**config.mk**
```make
export PLATFORM = sky130hd
export DESIGN_NAME = current_sensed_stall_motor_sequencer
export DESIGN_NICKNAME = d
export VERILOG_FILES = /design/src/hw/rtl/cssms_pkg.sv /design/src/hw/rtl/current_sensed_stall_motor_sequencer.sv
export SDC_FILE = /design/constraint.sdc
export NUM_CORES = 1
export LEC_CHECK = 0
export BUFFER_PORTS_ARGS = -buffer_cell sky130_fd_sc_hd__buf_2
export CAP_MARGIN = 20
export CELL_PAD_IN_SITES_DETAIL_PLACEMENT = 1
export CELL_PAD_IN_SITES_GLOBAL_PLACEMENT = 1
export CORE_MARGIN = 2
export CORE_UTILIZATION = 43
export DETAILED_ROUTE_END_ITERATION = 10
export MAX_ROUTING_LAYER = met4
export PLACE_DENSITY_LB_ADDON = 0.1
export SKIP_CTS_REPAIR_TIMING = 1
export SYNTH_ARGS = -nofsm -noshare
export SYNTH_HDL_FRONTEND = slang
export SYNTH_SLANG_ARGS = --single-unit
```
**constraint.sdc**
```tcl
create_clock -name clk_i -period 14.1 [get_ports clk_i]
set_input_delay 2.82 -clock clk_i [delete_from_list [all_inputs] [get_ports clk_i]]
set_output_delay 2.82 -clock clk_i [all_outputs]
set_load 0.02 [all_outputs]
```
**src/hw/rtl/cssms_pkg.sv**
```systemverilog
// ----------------------------------------------------------------------------
// cssms_pkg
// Shared types and constants of the current-sensed stall motor sequencer.
// ----------------------------------------------------------------------------
`default_nettype none

package cssms_pkg;

  // averaging window depth
  localparam int WindowSamples = 10;
  localparam int SlotW         = (WindowSamples > 1) ? $clog2(WindowSamples) : 1;
  localparam int SumW          = 16 + $clog2(WindowSamples + 1);
  localparam int BoundW        = 15 + $clog2(WindowSamples + 1);

  // configuration register indexes
  localparam logic [1:0] RegCurrentLimit = 2'd0;
  localparam logic [1:0] RegDriveDuty    = 2'd1;
  localparam logic [1:0] RegStartDelay   = 2'd2;
  localparam logic [1:0] RegGapClear     = 2'd3;

  localparam logic [14:0] CurrentLimitRst = 15'd500;
  localparam logic [11:0] DriveDutyRst    = 12'd2048;
  localparam logic [15:0] StartDelayRst   = 16'd500;
  localparam logic [15:0] GapClearRst     = 16'd500;

  // operation codes
  localparam logic OpMove = 1'b0;
  localparam logic OpTick = 1'b1;

  // position codes
  localparam logic [1:0] PosOpen    = 2'd0;
  localparam logic [1:0] PosClosed  = 2'd1;
  localparam logic [1:0] PosUnknown = 2'd2;

  typedef struct packed {
    logic              operation;
    logic [1:0]        move_kind;
    logic signed [15:0] current_ma;
    logic              sample_valid;
  } in_word_t;

  typedef struct packed {
    logic [11:0] in1_duty;
    logic [11:0] in2_duty;
    logic [1:0]  position;
    logic        busy_res;
    logic        over_limit;
    logic        move_done;
  } out_word_t;

endpackage

`default_nettype wire

```
**src/hw/rtl/current_sensed_stall_motor_sequencer.sv**
```systemverilog
// ----------------------------------------------------------------------------
// current_sensed_stall_motor_sequencer
// H-bridge move sequencer that stops a move on windowed motor current.
// ----------------------------------------------------------------------------
//  channel  | signals                          | direction
//  ---------+----------------------------------+----------
//  in       | in_valid_i/in_ready_o/in_data_i  | word in
//  out      | out_valid_o/out_ready_i/out_data_o | word out
//  cfg      | cfg_we_i/cfg_idx_i/cfg_wdata_i   | write only
//
//  One word per cycle unless the output stalls; each result shows next cycle.
//  The sample ring sits in a RAM with a registered read; the entry at the
//  current slot is always prefetched, with write-to-read forwarding.
//  Reset clears control state and the ring valid bits at once, no sweep.
//  A stalled output word only blocks input when out_ready_i is low.
// ----------------------------------------------------------------------------
`default_nettype none

module current_sensed_stall_motor_sequencer (
  input  wire                    clk_i,
  input  wire                    rst_ni,
  input  wire                    in_valid_i,
  output logic                   in_ready_o,
  input  cssms_pkg::in_word_t    in_data_i,
  output logic                   out_valid_o,
  input  wire                    out_ready_i,
  output cssms_pkg::out_word_t   out_data_o,
  input  wire                    cfg_we_i,
  input  wire  [1:0]             cfg_idx_i,
  input  wire  [15:0]            cfg_wdata_i
);

  localparam int W = cssms_pkg::WindowSamples;
  localparam int SW = cssms_pkg::SlotW;
  localparam int SUMW = cssms_pkg::SumW;
  localparam int BW = cssms_pkg::BoundW;
  localparam logic [SW-1:0] LastSlot = SW'(W - 1);

  localparam logic [1:0] PhIdle    = 2'd0;
  localparam logic [1:0] PhDelay   = 2'd1;
  localparam logic [1:0] PhMonitor = 2'd2;

  // configuration
  logic [14:0] limit_q;
  logic [11:0] duty_q;
  logic [15:0] start_dly_q;
  logic [15:0] gap_clr_q;

  always_ff @(posedge clk_i or negedge rst_ni) begin
    if (!rst_ni) begin
      limit_q     <= cssms_pkg::CurrentLimitRst;
      duty_q      <= cssms_pkg::DriveDutyRst;
      start_dly_q <= cssms_pkg::StartDelayRst;
      gap_clr_q   <= cssms_pkg::GapClearRst;
    end else if (cfg_we_i) begin
      case (cfg_idx_i)
        cssms_pkg::RegCurrentLimit: limit_q     <= cfg_wdata_i[14:0];
        cssms_pkg::RegDriveDuty:    duty_q      <= cfg_wdata_i[11:0];
        cssms_pkg::RegStartDelay:   start_dly_q <= cfg_wdata_i;
        cssms_pkg::RegGapClear:     gap_clr_q   <= cfg_wdata_i;
        default: ;
      endcase
    end
  end

  // control state
  logic [1:0]            pos_q, pos_d;
  logic [1:0]            phase_q, phase_d;
  logic [1:0]            move_q, move_d;
  logic [15:0]           dly_q, dly_d;
  logic [15:0]           gap_q, gap_d;
  logic [SW-1:0]         slot_q, slot_d;
  logic signed [SUMW-1:0] sum_q, sum_d;
  logic [W-1:0]          vld_q, vld_d;

  // ring RAM
  logic signed [15:0]    ring_mem [W];
  logic signed [15:0]    rd_q;

  logic                  accept;
  logic                  clear;
  logic                  wr_en;
  logic [SW-1:0]         wr_slot;
  logic                  monitor;
  logic [15:0]           gap_inc;
  logic signed [15:0]    old_val;
  logic signed [BW:0]    bound;
  logic                  over;
  logic                  done;
  logic                  out_valid_q;
  cssms_pkg::out_word_t  out_q, out_d;

  assign in_ready_o = !out_valid_q || out_ready_i;
  assign accept     = in_valid_i && in_ready_o;

  assign bound = (BW + 1)'(W) * $signed({1'b0, (BW)'(limit_q)});

  always_comb begin
    pos_d   = pos_q;
    phase_d = phase_q;
    move_d  = move_q;
    dly_d   = dly_q;
    gap_d   = gap_q;
    slot_d  = slot_q;
    sum_d   = sum_q;
    vld_d   = vld_q;
    clear   = 1'b0;
    wr_en   = 1'b0;
    wr_slot = slot_q;
    monitor = 1'b0;
    done    = 1'b0;
    gap_inc = gap_q;
    old_val = '0;

    if (accept) begin
      if (in_data_i.operation == cssms_pkg::OpMove) begin
        if (phase_q == PhIdle && pos_q != {1'b0, in_data_i.move_kind[0]}) begin
          move_d  = in_data_i.move_kind;
          phase_d = PhDelay;
          dly_d   = '0;
        end
      end else if (phase_q != PhIdle) begin
        if (phase_q == PhDelay) begin
          if (dly_q < start_dly_q) begin
            dly_d = dly_q + 16'd1;
          end else begin
            clear   = 1'b1;
            gap_inc = '0;
            phase_d = PhMonitor;
            monitor = 1'b1;
          end
        end else begin
          monitor = 1'b1;
        end

        if (monitor) begin
          if (gap_inc != 16'hFFFF) begin
            gap_inc = gap_inc + 16'd1;
          end
          gap_d = gap_inc;
          if (in_data_i.sample_valid) begin
            if (gap_inc > gap_clr_q) begin
              clear = 1'b1;
            end
            gap_d = '0;
          end
        end
      end
    end

    if (clear) begin
      vld_d  = '0;
      slot_d = '0;
      sum_d  = '0;
    end

    if (accept && monitor && in_data_i.sample_valid) begin
      wr_en   = 1'b1;
      wr_slot = clear ? '0 : slot_q;
      // prefetched entry is for slot_q; a cleared window reads as zero
      old_val = (!clear && vld_q[slot_q]) ? rd_q : 16'sd0;
      sum_d   = sum_d - SUMW'(old_val) + SUMW'(in_data_i.current_ma);
      vld_d[wr_slot] = 1'b1;
      slot_d  = (wr_slot == LastSlot) ? '0 : wr_slot + SW'(1);
    end

    over = $signed((BW + 1)'(sum_d)) > bound;
    if (SUMW > BW + 1) begin
      over = sum_d > SUMW'(bound);
    end

    if (wr_en) begin
      if ((move_q[1] == 1'b0) ? over : !over) begin
        pos_d   = {1'b0, move_q[0]};
        phase_d = PhIdle;
        done    = 1'b1;
      end
    end

    out_d.in1_duty   = (phase_d != PhIdle && !move_d[0]) ? duty_q : '0;
    out_d.in2_duty   = (phase_d != PhIdle &&  move_d[0]) ? duty_q : '0;
    out_d.position   = pos_d;
    out_d.busy_res   = (phase_d != PhIdle);
    out_d.over_limit = over;
    out_d.move_done  = done;
  end

  always_ff @(posedge clk_i or negedge rst_ni) begin
    if (!rst_ni) begin
      pos_q       <= cssms_pkg::PosUnknown;
      phase_q     <= PhIdle;
      move_q      <= '0;
      dly_q       <= '0;
      gap_q       <= '0;
      slot_q      <= '0;
      sum_q       <= '0;
      vld_q       <= '0;
      out_valid_q <= 1'b0;
    end else begin
      pos_q   <= pos_d;
      phase_q <= phase_d;
      move_q  <= move_d;
      dly_q   <= dly_d;
      gap_q   <= gap_d;
      slot_q  <= slot_d;
      sum_q   <= sum_d;
      vld_q   <= vld_d;
      if (accept) begin
        out_valid_q <= 1'b1;
      end else if (out_ready_i) begin
        out_valid_q <= 1'b0;
      end
    end
  end

  always_ff @(posedge clk_i) begin
    if (accept) begin
      out_q <= out_d;
    end
  end

  // ring RAM: write the new sample, prefetch the entry at the next slot
  always_ff @(posedge clk_i) begin
    if (wr_en) begin
      ring_mem[wr_slot] <= in_data_i.current_ma;
    end
    if (wr_en && wr_slot == slot_d) begin
      rd_q <= in_data_i.current_ma;
    end else begin
      rd_q <= ring_mem[slot_d];
    end
  end

  assign out_valid_o = out_valid_q;
  assign out_data_o  = out_q;

endmodule

`default_nettype wire

```
== Yosys cells after proc, flatten, opt, wreduce, memory -nomap -nowiden ==
Memory sizes are Yosys's and may differ from the RTL's. A register that Yosys moved wholly into a read port is not among the register bits.
Index checks and enable logic that the tools add are counted.
Storage, ports and cells
  RAM bits: 160
  bits in latches: 0
  memories: 1
  flip-flop bits (word level): 161
  logic and storage cells: 135
  input bits: 43
  ROM bits: 0
  output and inout bits: 31
Cells by class
  magnitude comparators: 6
  multipliers: 1
  reductions and logical operators: 26
  mux-type cells: 64
  shift operators: 0
  $add $sub $neg: 5
  divide/modulo/power cells: 0
  bitwise operators: 2
  eq/ne operators: 10
Memory list
  ring_mem: depth 10, bits a word 16, read ports 1, clocked after memory_dff 1, write ports 1, RTL line current_sensed_stall_motor_sequencer.sv:77  | logic signed [15:0] ring_mem [W];
Operator list (number)
  16-bit two-way mux: 17
  20-bit two-way mux: 2
  16-bit by 1-bit adder with 16-bit output, second input constant: 2
  1-bit two-way mux: 27
  20-bit by 16-bit adder with 20-bit output: 1
  20-bit > comparator: 1
  10-bit two-way mux: 2
  2-bit two-way mux: 10
  20-bit by 16-bit subtractor with 20-bit output: 1
  3-bit by 15-bit multiplier with 18-bit output, first input constant: 1
  16-bit > comparator: 1
  16-bit < comparator: 1
  4-bit two-way mux: 4
  16-bit != test, second input constant: 1
  4-bit by 5-bit < comparator with 1-bit output, second input constant: 2
  10-bit bitwise OR: 1
  1-bit logical AND: 8
  2-bit AND reduction: 4
  2-bit nonzero test: 4
  2-bit by 1-bit != test with 1-bit output, second input constant: 3
  5-bit AND reduction: 1
  4-bit by 1-bit adder with 4-bit output, second input constant: 1
  1-bit binary-select mux with 4-bit select: 1
  1-bit demux with 4-bit select: 1
  11 further kinds: 17

== Logic depth before layout (Yosys ltp) ==
Gate-level depths: netlist of run 1.
  depth in word-level cells: 32
  gate-level depth with buffers: 56
  depth with buffers taken out: 52

== Worst setup path after synthesis of run 1 ==
No wires, ideal clock.
  path type: register -> register
  start: register start_dly_q[5]
  end: register out_q (netlist bit out_data_o[3]), data pin
  period minus slack after synthesis: 10.769 ns
  setup time: 0.263 ns
  path buffers: 5
  data required time: 13.837 ns
  arrival time: 10.506 ns
  cell stages (with the launch flop): 52
  setup slack: 3.331 ns
  cells stage by stage: dfstp_2 inv_1 ha_1 a211o_1 a21oi_1 o31ai_4 a21bo_2 nand2_1 clkbuf_1 and2_1 ha_1 nand4_1 nor2_1 o21ai_1 and3_1 clkbuf_1 nand3_1 xor2_1 [16 not listed] o21a_1 o21ai_0 nor4b_1 o21ai_0 a31o_2 a221o_1 o41a_1 xnor2_1 o21ai_0 ha_1 nand2_1 nor3_1 a221oi_1 o21ai_0 o31ai_4 o31a_1 o21ai_0 mux2_2
RTL lines
  from (decl): RTL line current_sensed_stall_motor_sequencer.sv:46  | logic [15:0] start_dly_q;
  from (signal assigned): RTL line current_sensed_stall_motor_sequencer.sv:53  | start_dly_q <= cssms_pkg::StartDelayRst;
  from (signal assigned): RTL line current_sensed_stall_motor_sequencer.sv:59  | cssms_pkg::RegStartDelay: start_dly_q <= cfg_wdata_i;
  to (signal assigned): RTL line current_sensed_stall_motor_sequencer.sv:218  | out_q <= out_d;
  to (decl): RTL line current_sensed_stall_motor_sequencer.sv:91  | cssms_pkg::out_word_t out_q, out_d;

==> impl_results.md, run 1 <==
* Layout fillers at between 4000 and 5000
* Master of the slowest instance on the critical path: sky130_fd_sc_hd__nor4b_1
* Normalized max-slew margin at 27.70%
* DIE HEIGHT at 210.9 um
* Largest fanout on the critical path at 17
* Clock group share of total power at a little over a quarter
* Most frequent cells in the layout: sky130_fd_sc_hd__edfxtp_1, sky130_fd_sc_hd__nand2_1, sky130_fd_sc_hd__inv_1
* Overall fraction of global-route tracks in use at 25.42%
* Per-instance average area after synthesis at about 11 sq um
* Total Neg Setup Slack at 0 ns
* Fin crit share at 87.41%
* Combinational share of power at 42.0%
* Clock Path Buffers at 3
* Multi-input gate area in the final layout at between 8000 and 9000 sq um
* Design internal power at 2549 uW
* Clock buffers created by TritonCTS at 40
* Power density relative to cell area at just under 200 nW/um^2
* Remaining global-route overflow at 0
* DRC marker count from the first detailed-route iteration at between 900 and 1000
* Leading cell type in the layout, fill and taps excluded: sky130_fd_sc_hd__edfxtp_1
* Antenna violations before repair at 2
* Cell area reported after detailed placement at 19320 sq um
* Switching share of power at between 30% and 40%
* Number of buffers added on ports at 73
* Setup repair after global routing missed its margin: no
* Dominant register cell in the synthesized netlist: sky130_fd_sc_hd__edfxtp_1
* Share of synthesized area occupied by flip-flops and latches at 50.66%
* Number of nets produced by synthesis at ~1900
* Required arrival time at the worst endpoint at 14.41 ns
* Standard-cell row count at 75
* Class of the most critical hold timing path: flip-flop to flip-flop
* Number of placed instances, taps included at 2256
* Clk_skew at between 0.015 and 0.02 ns
* Number of endpoints with negative hold slack in the final report at 0
* Count of max-cap constraint violations at 0
* Routed length per instance at about 23 um
* Worst setup slack after placement at roughly 1.5 ns
* Critical path arrival at 12.64 ns
* Number of different library cells in the post-synthesis netlist at 82
* Post-synthesis async set-or-reset flop share at 39.17%
* Warnings from Yosys at 0
* Final antenna-violating net count at 0
* #FFs+latches synth at 337
* Delay of the slowest cell on the worst path at 0.72 ns
* TritonCTS clock tree: done
* Pleak at 0.008608 uW
* Core box area at roughly 42000 sq um
* Final cell count without fillers at 2333
* Worst-margin pin slew at between 1 and 1.5 ns
* Avg Vias per Cell at between 5 and 6
* Highest clock frequency the design can meet at 81.13 MHz
* First-pass GRT wire length at 83.86 mm
* IO Pins at between 70 and 80
* Crit start category: flip-flop
* Share of power burned in registers at a little over 30%
* Routability cong. at around 0.8
* DRC violations left at 0
* Number of flops mapped to enable cells by yosys at 189
* Clock root buffer master: sky130_fd_sc_hd__clkbuf_16
* Routed wire length at 53.75 mm
* Total number of vias at 13690
* Register-to-register setup slack at 1.77 ns
* P&R area growth vs syn at 12.67%
* Post-Layout Inst Area at ~21000 sq um
* Width of the die at 210.9 um
* Pre-Repair DR Iteration Count at 5
* Placed wire-length estimate after detailed placement at 36.50 mm
* Number of instances in the synthesized netlist at between 1500 and 2000
* Number of nets at the end of the flow at 1922
* Number of H-tree levels at 2
* Starting density of the core at 43.68%
* Min Tclk post-route at 12.33 ns
* Largest net degree at the start of global routing at just under 90
* Type of element capturing the critical path: flip-flop
* Clock transition at path regs at 0.06 ns
* Worst-case vdd ir drop at 0.0001239 V
* Die ar. at 44470 sq um
* Via count of the first global-routing pass at between 10000 and 15000
* Area occupied by registers at 9325 sq um
* Run status: completed
* Share of layout cells above drive strength 1 at between 10% and 20%
* CP Class: flip-flop to flip-flop
* Combined area of all synthesized cells at 18400 sq um
* Total number of clock tree sinks at 337
* Final Power at 4097 uW
* Switching component of the power at 1547 uW
* Count of final max-slew check failures at 0
* Post-layout worst setup margin at 1.775 ns
* Insertion delay to the later sink of the worst-skew pair at 0.57 ns
* Setup Viol. Count Final at 0
[registers in the layout, indices dropped and copies added, names as in the netlist]
signal	count
dly_q	16
duty_q	12
gap_clr_q	16
gap_q	16
limit_q	15
move_q	2
out_data_o	29
out_valid_o	1
phase_q	2
pos_q	2
rd_q	16
ring_mem	160
slot_q	4
start_dly_q	16
sum_q	20
vld_q	10
[cells by family (layout without fill, tap and decap cells)]
group	Yosys count	in the layout	share of synthesized area (%)
simple gates	489	489	13.18
compound gates	418	418	15.45
flops	337	337	50.66
buf+inv	214	302	4.623
fa+ha+maj	118	118	8.838
mux	80	80	4.922
xor+xnor	49	49	2.332
other cells	0	1	0
[area by class of cell]
cell class / count / share of cell area (%)
multi-input cells: 1154 / 39.91
well taps: 539 / 3.252
clock inverters: 22 / 1.333
clock buffers: 52 / 5.340
diodes: 1 / 0.01207
repair buffers: 102 / 2.896
flip-flops and latches: 337 / 44.97
inverters: 126 / 2.281
[path summary, 6_finish.rpt]
| kind | from | end | cells past startpoint |
|---|---|---|---|
| max | start_dly_q[6]$_DFFE_PN1P_ | out_data_o[3]$_DFFE_PP_ | 46 |
| min | vld_q[0]$_DFF_PN0_ | vld_q[0]$_DFF_PN0_ | 1 |
| max reg2reg | start_dly_q[6]$_DFFE_PN1P_ | out_data_o[3]$_DFFE_PP_ | 46 |
| min reg2reg | vld_q[0]$_DFF_PN0_ | vld_q[0]$_DFF_PN0_ | 1 |
| max in group asynchronous | rst_ni | duty_q[5]$_DFFE_PN0P_ | 2 |
| min in group asynchronous | rst_ni | out_valid_o$_DFFE_PN0P_ | 1 |
[metal layers]
layer,routed length (um),share of wire (%),GRT usage (%)
met4,1296,2.4,8.086
met1,24200,45,33.44
met2,25640,48,40.99
met5,0,0,-
met3,2614,4.9,3.405
[critical path: cells and delay by family, from the launching register on]
family,cells,cell delay [ns]
AO/OA/AOI/OAI,16,3.92
multiplexers,1,0.41
adder cells (fa/ha/maj),6,2.01
buffers and inverters,3,0.30
flip-flops,1,0.53
AND/OR/NAND/NOR,18,4.57
XOR/XNOR,2,0.34
[power by group through the flow]
stage	Sequential [uW]	Combinational [uW]	Clock [uW]
after floorplan	1260	1260	0
after global placement	1290	1670	0
after detailed placement	1300	1720	0
after CTS	1280	1740	1120
after global routing	1290	1960	1160
final	1280	1720	1100
[stage by stage]
step | hold WS [ns] | util (%)
after global routing | 0.5086 | 49.21
after detailed placement | 0.4777 | 45.86
after CTS | 0.4909 | 49.15
final | 0.4862 | 49.21
after floorplan | 0.4444 | -
after global placement | 0.4594 | 45.86
[synthesized netlist by cell type, types with 27 or more instances]
library cell               instances  area share (%)
sky130_fd_sc_hd__dfrtp_1         112              15
sky130_fd_sc_hd__edfxtp_1        189              31
sky130_fd_sc_hd__mux2_2           64             3.9
sky130_fd_sc_hd__and2_1           28            0.95
sky130_fd_sc_hd__ha_1             98             6.7
sky130_fd_sc_hd__nand2_1         171             3.5
sky130_fd_sc_hd__xnor2_1          28             1.3
sky130_fd_sc_hd__inv_1           124             2.5
sky130_fd_sc_hd__a21oi_1         100             2.7
sky130_fd_sc_hd__a22oi_1          28             1.1
sky130_fd_sc_hd__nor3_1           27            0.73
sky130_fd_sc_hd__nor2_1           64             1.3
sky130_fd_sc_hd__o21ai_0          89             2.4
sky130_fd_sc_hd__nand2b_1         28            0.95
sky130_fd_sc_hd__and3_1           40             1.4
sky130_fd_sc_hd__clkbuf_1         72             1.5
sky130_fd_sc_hd__nand3_1          47             1.3
No activity file was read; power rests on OpenSTA's default activity.
==> run 2: changes to the inputs <==
- CORE_UTILIZATION: 43 -> 50
- PLACE_DENSITY: not set -> 0.82
- PLACE_DENSITY_LB_ADDON: 0.1 -> not set
==> run 2 against run 1 <==
Fmax is 6.6% lower. Utilization is 7.2 points higher. Sequential cell count stayed put. Clock skew is 0.0024 ns higher. Sequential power hardly changed. Combinational power hardly changed. Global-route usage is 4.4 points higher. Non-clock buffer count is 3 lower. Register-to-register slack worse by 0.87 ns. Largest cell class unchanged. Largest power group unchanged. Highest routed layer unchanged.
==> impl_results.md, run 2 (same netlist as run 1, synthesis figures left out) <==
* Clk_skew at 0.01814 ns (+0.002360 ns)
* Highest clock frequency the design can meet at 75.77 MHz (-6.6%)
* Clock buffers created by TritonCTS at 38 (-5.0%)
* Clock group share of total power at 25.5% (-1.3 points)
* Delay of the slowest cell on the worst path at 0.74 ns (+0.02 ns)
* Count of final max-slew check failures at 0 (unchanged)
* Clock root buffer master: sky130_fd_sc_hd__clkbuf_16
* Required arrival time at the worst endpoint at 14.51 ns (+0.10 ns)
* Final Power at 4054 uW (-1.0%)
* Setup repair after global routing missed its margin: no
* Routed length per instance at 24.46 um (+6.2%)
* Normalized max-slew margin at 14.15% (-14 points)
* Standard-cell row count at 70 (-6.7%)
* DIE HEIGHT at 195.9 um (-7.1%)
* Number of placed instances, taps included at 2183 (-3.2%)
* Pleak at 0.008552 uW (-0.65%)
* CP Class: flip-flop to flip-flop
* Insertion delay to the later sink of the worst-skew pair at 0.56 ns (about the same)
* Final cell count without fillers at 2255 (-3.3%)
* Type of element capturing the critical path: flip-flop
* Share of layout cells above drive strength 1 at 15.72% (-0.62 points)
* Number of flip-flops in the largest register at 160 (unchanged)
* Register with the most flip-flops: ring_mem
* Multi-input gate area in the final layout at 8308 sq um (+0.38%)
* Number of antenna repair diodes at 0 (-1)
* Total Neg Setup Slack at 0 ns (unchanged)
* DRC violations left at 0 (unchanged)
* Run status: completed
* Clock Path Buffers at 3 (unchanged)
* Antenna violations before repair at 0 (-2)
* Worst-case vdd ir drop at 0.0001201 V (-3.1%)
* Most frequent cells in the layout: sky130_fd_sc_hd__edfxtp_1, sky130_fd_sc_hd__nand2_1, sky130_fd_sc_hd__inv_1
* Remaining global-route overflow at 0 (unchanged)
* Number of H-tree levels at 2 (unchanged)
* Routability cong. at 0.8557 (+8.0%)
* Number of endpoints with negative hold slack in the final report at 0 (unchanged)
* Starting density of the core at 50.51% (+6.8 points)
* Area occupied by registers at 9325 sq um (unchanged)
* Clock transition at path regs at 0.06 ns (about the same)
* Via count of the first global-routing pass at 15260 (+6.0%)
* Total number of vias at 14260 (+4.2%)
* Share of power burned in registers at 31.5% (+0.3 points)
* Number of buffers added on ports at 73 (unchanged)
* Avg Vias per Cell at 6.322 (+7.8%)
* Switching component of the power at 1555 uW (+0.52%)
* Combinational share of power at 43.0% (+1.0 points)
* Count of max-cap constraint violations at 0 (unchanged)
* Design internal power at 2499 uW (-2.0%)
* Class of the most critical hold timing path: flip-flop to flip-flop
* First-pass GRT wire length at 85.93 mm (+2.5%)
* Number of nets at the end of the flow at 1918 (-0.21%)
* Fin crit share at 93.60% (+6.2 points)
* Largest fanout on the critical path at 31 (+14)
* Power density relative to cell area at 197.2 nW/um^2 (-0.16%)
* TritonCTS clock tree: done
* Overall fraction of global-route tracks in use at 29.80% (+4.4 points)
* Switching share of power at 38.36% (+0.59 points)
* Min Tclk post-route at 13.20 ns (+0.8727 ns)
* Placed wire-length estimate after detailed placement at 35.91 mm (-1.6%)
* Largest net degree at the start of global routing at 116 (+33%)
* Worst-margin pin slew at 1.288 ns (+0.2334 ns)
* Final antenna-violating net count at 0 (unchanged)
* Width of the die at 195.9 um (-7.1%)
* IO Pins at 74 (unchanged)
* P&R area growth vs syn at 11.69%
* Routed wire length at 55.16 mm (+2.6%)
* Layout fillers at 3901 (-14%)
* Crit path top cell by count: sky130_fd_sc_hd__ha_1
* Setup Viol. Count Final at 0 (unchanged)
* Total number of clock tree sinks at 337 (unchanged)
* Master of the slowest instance on the critical path: sky130_fd_sc_hd__nor4b_1
* Critical path arrival at 13.61 ns (+0.97 ns)
* Core box area at 36430 sq um (-14%)
* Crit start category: flip-flop
* Die ar. at 38360 sq um (-14%)
* Leading cell type in the layout, fill and taps excluded: sky130_fd_sc_hd__edfxtp_1
* DRC marker count from the first detailed-route iteration at 1133 (+21%)
* Pre-Repair DR Iteration Count at 5 (unchanged)
[run 2: changes by cell type in the layout (fill, tap and decap cells not counted), moves of 2 or more]
cell and delta:
sky130_fd_sc_hd__clkbuf_8 +3, sky130_fd_sc_hd__bufinv_16 -3, sky130_fd_sc_hd__clkinvlp_4 -4, sky130_fd_sc_hd__clkbuf_1 +5, sky130_fd_sc_hd__clkinv_2 -4, sky130_fd_sc_hd__buf_4 -2
[run 2: metrics by stage]
stage          setup WS (ns)  utilization, %  area (sq um)  hold slack [ns]
2_1_floorplan          3.331               -         18400           0.4444
3_3_place_gp           1.499           52.75         19220           0.4608
3_5_place_dp          0.8715           52.75         19220           0.4655
4_1_cts               0.7543           56.29         20510           0.4826
5_1_grt              0.03542           56.42         20560           0.5097
6_report              0.9022           56.42         20560           0.4808
[run 2: final cells by class]
type / count / area share (%)
Tap cell: 468 / 2.849
Inverter: 126 / 2.301
Multi-Input combinational cell: 1155 / 40.42
Clock inverter: 11 / 0.7182
Clock buffer: 59 / 5.557
Sequential cell: 337 / 45.36
Timing Repair Buffer: 99 / 2.794
[run 2: final timing paths]
check	from	endpoint	slack, ns	depth (start not counted)
worst min-delay path	vld_q[1]$_DFF_PN0_	vld_q[1]$_DFF_PN0_	0.48	1
worst max-delay path	start_dly_q[2]$_DFFE_PN1P_	out_data_o[20]$_SDFFCE_PN0P_	0.90	46
max in group asynchronous	rst_ni	sum_q[14]$_DFF_PN0_	10.48	2
worst max register to register	start_dly_q[2]$_DFFE_PN1P_	out_data_o[20]$_SDFFCE_PN0P_	0.90	46
min in group asynchronous	rst_ni	out_valid_o$_DFFE_PN0P_	2.23	1
worst min register to register	vld_q[1]$_DFF_PN0_	vld_q[1]$_DFF_PN0_	0.48	1
[run 2: critical path: cells and delay by family, from the launching register on]
| family | cells | cell delay, ns |
|---|---|---|
| buffers and inverters | 3 | 0.51 |
| DFF | 1 | 0.54 |
| and+or+nand+nor | 20 | 5.39 |
| adders and majority gates | 6 | 1.93 |
| AOI/OAI and AO/OA | 15 | 4.33 |
| xor gates and xnor gates | 2 | 0.32 |
[run 2: layer usage]
layer	wire, um	vias up	global-route usage [%]
li1	-	6334	-
met1	22700	7245	36.09
met2	27250	545	51.19
met3	3232	133	4.040
met4	1974	0	10.77
met5	0	-	-
[run 2: power groups by stage]
stage | Clock, uW | Combinational (uW) | Sequential [uW]
final | 1030 | 1740 | 1280
after detailed placement | 0 | 1720 | 1290
after global routing | 1080 | 1950 | 1290
after global placement | 0 | 1630 | 1280
after CTS | 1040 | 1740 | 1280
after floorplan | 0 | 1260 | 1260
==> run 3: changes to the inputs <==
- ABC_AREA: not set -> 1
- CORE_UTILIZATION: 50 -> 49
==> run 3 against run 2 <==
Synthesized area shrank 5.3%. Sequential power is essentially flat. Non-clock buffer count shrank 11. Via count shrank 9.5%. Die area shrank 3.3%. Clock skew shrank 0.0059 ns. Setup slack gained 2.8 ns. Hold slack lost 0.0025 ns. Register-to-register slack gained 2.8 ns. Utilization shrank 1.4 points. Critical endpoint is now out_data_o[18]$_SDFFCE_PN0P_. Largest cell class unchanged. Largest power group unchanged.
==> impl_results.md, run 3 <==
* Clock buffers created by TritonCTS at 38 (unchanged)
* Total Neg Setup Slack at 0 ns (unchanged)
* Crit start category: flip-flop
* Clock transition at path regs at 0.06 ns (about the same)
* P&R area growth vs syn at 11.48%
* Number of nets produced by synthesis at 1939 (+3.9%)
* Register-to-register setup slack at 3.75 ns (+2.84 ns)
* Fin util at 55.00% (-1.4 points)
* Min Tclk post-route at 10.35 ns (-2.843 ns)
* Delay of the slowest cell on the worst path at 0.55 ns (-0.19 ns)
* End point of the worst hold path: dly_q[15]$_DFFE_PN0P_
* Post-Layout Inst Area at 19420 sq um (-5.5%)
* Hold Path Origin: dly_q[15]$_DFFE_PN0P_
* Power density relative to cell area at 227.7 nW/um^2 (+15%)
* Routed length per instance at 20.78 um (-15%)
* Dominant register cell in the synthesized netlist: sky130_fd_sc_hd__edfxtp_1
* Class of the most critical hold timing path: flip-flop to flip-flop
* Placed wire-length estimate after detailed placement at 33.11 mm (-7.8%)
* Share of synthesized area occupied by flip-flops and latches at 53.52% (+2.9 points)
* Starting density of the core at 49.34% (-1.2 points)
* Post-layout worst setup margin at 3.745 ns (+2.843 ns)
* IO Pins at 74 (unchanged)
* Clock group share of total power at 21.9% (-3.6 points)
* Worst r2r src: start_dly_q[7]$_DFFE_PN1P_
* Critical R2R Capture: out_data_o[18]$_SDFFCE_PN0P_
* Critical path arrival at 10.61 ns (-3.00 ns)
* Core box area at 35310 sq um (-3.1%)
* Total number of clock tree sinks at 337 (unchanged)
* Normalized max-slew margin at 34.13% (+20 points)
* Worst setup slack after placement at 3.840 ns (+2.969 ns)
* Number of instances in the synthesized netlist at 1778 (+4.3%)
* Clock root buffer master: sky130_fd_sc_hd__clkbuf_16
* Number of antenna repair diodes at 0 (unchanged)
* Via count of the first global-routing pass at 13900 (-8.9%)
* Top post-synthesis cells by area: sky130_fd_sc_hd__edfxtp_1, sky130_fd_sc_hd__dfrtp_1, sky130_fd_sc_hd__nand2_1
* Setup Viol. Count Final at 0 (unchanged)
* Number of H-tree levels at 2 (unchanged)
* Warnings from Yosys at 0 (unchanged)
* Routability cong. at 0.9008 (+5.3%)
* Avg Vias per Cell at 5.509 (-13%)
* Fin crit share at 73.44% (-20 points)
* Combinational share of power at 48.8% (+5.8 points)
* Largest net degree at the start of global routing at 82 (-29%)
* Per-instance average area after synthesis at 9.798 sq um (-9.2%)
* Antenna violations before repair at 0 (unchanged)
* Final antenna-violating net count at 0 (unchanged)
* Top-count cell post-synth: sky130_fd_sc_hd__nand2_1
* Type of element capturing the critical path: flip-flop
* Clk_skew at 0.01227 ns (-0.005870 ns)
* Cell area reported after detailed placement at 18200 sq um (-5.3%)
* Highest clock frequency the design can meet at 96.57 MHz (+27%)
* Proportion of netlist area held by the largest area contributor at 32.58% (+1.7 points)
* Overall fraction of global-route tracks in use at 27.80% (-2.0 points)
* Routed wire length at 48.68 mm (-12%)
* Largest fanout on the critical path at 48 (+55%)
* Count of final max-slew check failures at 0 (unchanged)
* Cells on Worst Hold Path at 1 (unchanged)
* Cells on worst reg2reg path at 52 (+13%)
* First-pass GRT wire length at 76.45 mm (-11%)
* Post-synthesis async set-or-reset flop share at 39.17% (unchanged)
* CP Class: flip-flop to flip-flop
* Share of power burned in registers at 29.3% (-2.2 points)
* Count of max-cap constraint violations at 0 (unchanged)
* Remaining global-route overflow at 0 (unchanged)
* Share of layout cells above drive strength 1 at 14.09% (-1.6 points)
* Number of different library cells in the post-synthesis netlist at 62 (-24%)
* Switching component of the power at 1890 uW (+21%)
* Master of the slowest instance on the critical path: sky130_fd_sc_hd__nand2_1
* Setup repair after global routing missed its margin: no
* #FFs+latches synth at 337 (unchanged)
* Most frequent cells in the layout: sky130_fd_sc_hd__nand2_1, sky130_fd_sc_hd__inv_1, sky130_fd_sc_hd__edfxtp_1
* Pre-Repair DR Iteration Count at 5 (unchanged)
* DRC marker count from the first detailed-route iteration at 659 (-42%)
* DRC violations left at 0 (unchanged)
* Clock Path Buffers at 3 (unchanged)
* Number of flops mapped to enable cells by yosys at 189 (unchanged)
* Worst-margin pin slew at 0.9857 ns (-0.3022 ns)
* Design internal power at 2532 uW (+1.3%)
* Layout fillers at 3986 (+2.2%)
* Leading cell type in the layout, fill and taps excluded: sky130_fd_sc_hd__nand2_1
* Width of the die at 192.6 um (-1.7%)
* Standard-cell row count at 69 (-1.4%)
* Register with the most flip-flops: ring_mem
* Total number of vias at 12900 (-9.5%)
* Number of buffers added on ports at 73 (unchanged)
* Switching share of power at 42.73% (+4.4 points)
* Required arrival time at the worst endpoint at 14.35 ns (-0.16 ns)
* Worst-case vdd ir drop at 0.0001844 V (+54%)
* Leading post-synthesis cells by instance count: sky130_fd_sc_hd__nand2_1, sky130_fd_sc_hd__inv_1, sky130_fd_sc_hd__edfxtp_1, sky130_fd_sc_hd__o21ai_0, sky130_fd_sc_hd__nor2_1
* Number of nets at the end of the flow at 2013 (+5.0%)
* Number of endpoints with negative hold slack in the final report at 0 (unchanged)
* Cell accounting for the most synthesized area: sky130_fd_sc_hd__edfxtp_1
* Die ar. at 37080 sq um (-3.3%)
* Number of flip-flops in the largest register at 160 (unchanged)
* DIE HEIGHT at 192.6 um (-1.7%)
* Crit path top cell by count: sky130_fd_sc_hd__nand2_1
* Run status: completed
* TritonCTS clock tree: done
* Insertion delay to the later sink of the worst-skew pair at 0.53 ns (-0.03 ns)
* Combined area of all synthesized cells at 17420 sq um (-5.3%)
* Pleak at 0.008678 uW (+1.5%)
run 3: cell count changes after synthesis, moves of 28 or more:
cell,before,now
sky130_fd_sc_hd__or2_2,6,52
sky130_fd_sc_hd__and2_1,28,0
sky130_fd_sc_hd__and3_1,40,1
sky130_fd_sc_hd__a22oi_1,28,0
sky130_fd_sc_hd__o21ai_0,89,127
sky130_fd_sc_hd__mux2_2,64,0
sky130_fd_sc_hd__o211ai_1,18,64
sky130_fd_sc_hd__clkbuf_1,72,17
sky130_fd_sc_hd__nand3_1,47,89
sky130_fd_sc_hd__nor2_1,64,113
sky130_fd_sc_hd__nand2b_1,28,0
sky130_fd_sc_hd__inv_1,124,238
sky130_fd_sc_hd__nand2_1,171,348
sky130_fd_sc_hd__a21oi_1,100,70
run 3: logic make-up (layout without fill, tap and decap cells):
| logic type | after synthesis | after routing | share of synthesized area [%] |
|---|---|---|---|
| compound gates | 301 | 301 | 10.31 |
| xor+xnor | 42 | 42 | 2.111 |
| fa+ha+maj | 118 | 118 | 9.336 |
| buf+inv | 302 | 405 | 6.981 |
| flops | 337 | 337 | 53.52 |
| simple gates | 678 | 678 | 17.75 |
run 3: worst max path at each step:
stage                                     from                           end  slack, ns
floorplan           start_dly_q[5]$_DFFE_PN1P_  out_data_o[10]$_SDFFCE_PN0P_       5.74
global placement    start_dly_q[5]$_DFFE_PN1P_  out_data_o[11]$_SDFFCE_PN0P_       4.42
detailed placement  start_dly_q[7]$_DFFE_PN1P_  out_data_o[18]$_SDFFCE_PN0P_       3.84
CTS                 start_dly_q[7]$_DFFE_PN1P_  out_data_o[18]$_SDFFCE_PN0P_       3.79
global route        start_dly_q[7]$_DFFE_PN1P_  out_data_o[18]$_SDFFCE_PN0P_       2.89
finish              start_dly_q[7]$_DFFE_PN1P_  out_data_o[18]$_SDFFCE_PN0P_       3.75
run 3: layout make-up:
cell class	instances	area, sq um	area share, %
timing repair buffer	88	491.7	2.532
clock inverter	20	158.9	0.8182
clock buffer	49	1044	5.373
tap	461	576.8	2.970
multi-input combinational	1139	6888	35.47
inverter	248	938.4	4.832
sequential	337	9324	48.01
run 3: layer usage:
layer,global-route usage [%],vias to the layer above,routed length [um]
met5,-,-,0
met2,48.42,313,24850
met4,9.982,0,1685
met3,4.146,108,2221
met1,32.77,6395,19920
li1,-,6086,-
run 3: power by group through the flow:
stage	combinational, uW	sequential, uW	clock (uW)
after global placement	2000	1300	0
after CTS	2160	1300	986
after floorplan	1550	1300	0
after detailed placement	2100	1310	0
final	2160	1300	970
after global routing	2420	1310	1020
run 3: stage by stage:
step	cells	hold slack, ns	total power, uW
4_1_cts	2341	0.4844	4436
2_1_floorplan	1778	0.4382	2852
6_report	2342	0.4782	4422
5_1_grt	2342	0.5078	4754
3_3_place_gp	2272	0.4540	3302
3_5_place_dp	2272	0.4652	3416
run 3: critical path: cells and delay by family, from the launching register on:
family	cells	cell delay [ns]
buf+inv	7	1.07
fa+ha+maj	6	2.11
compound gates	10	1.94
flops	1	0.52
simple gates	28	4.24
xor+xnor	1	0.13
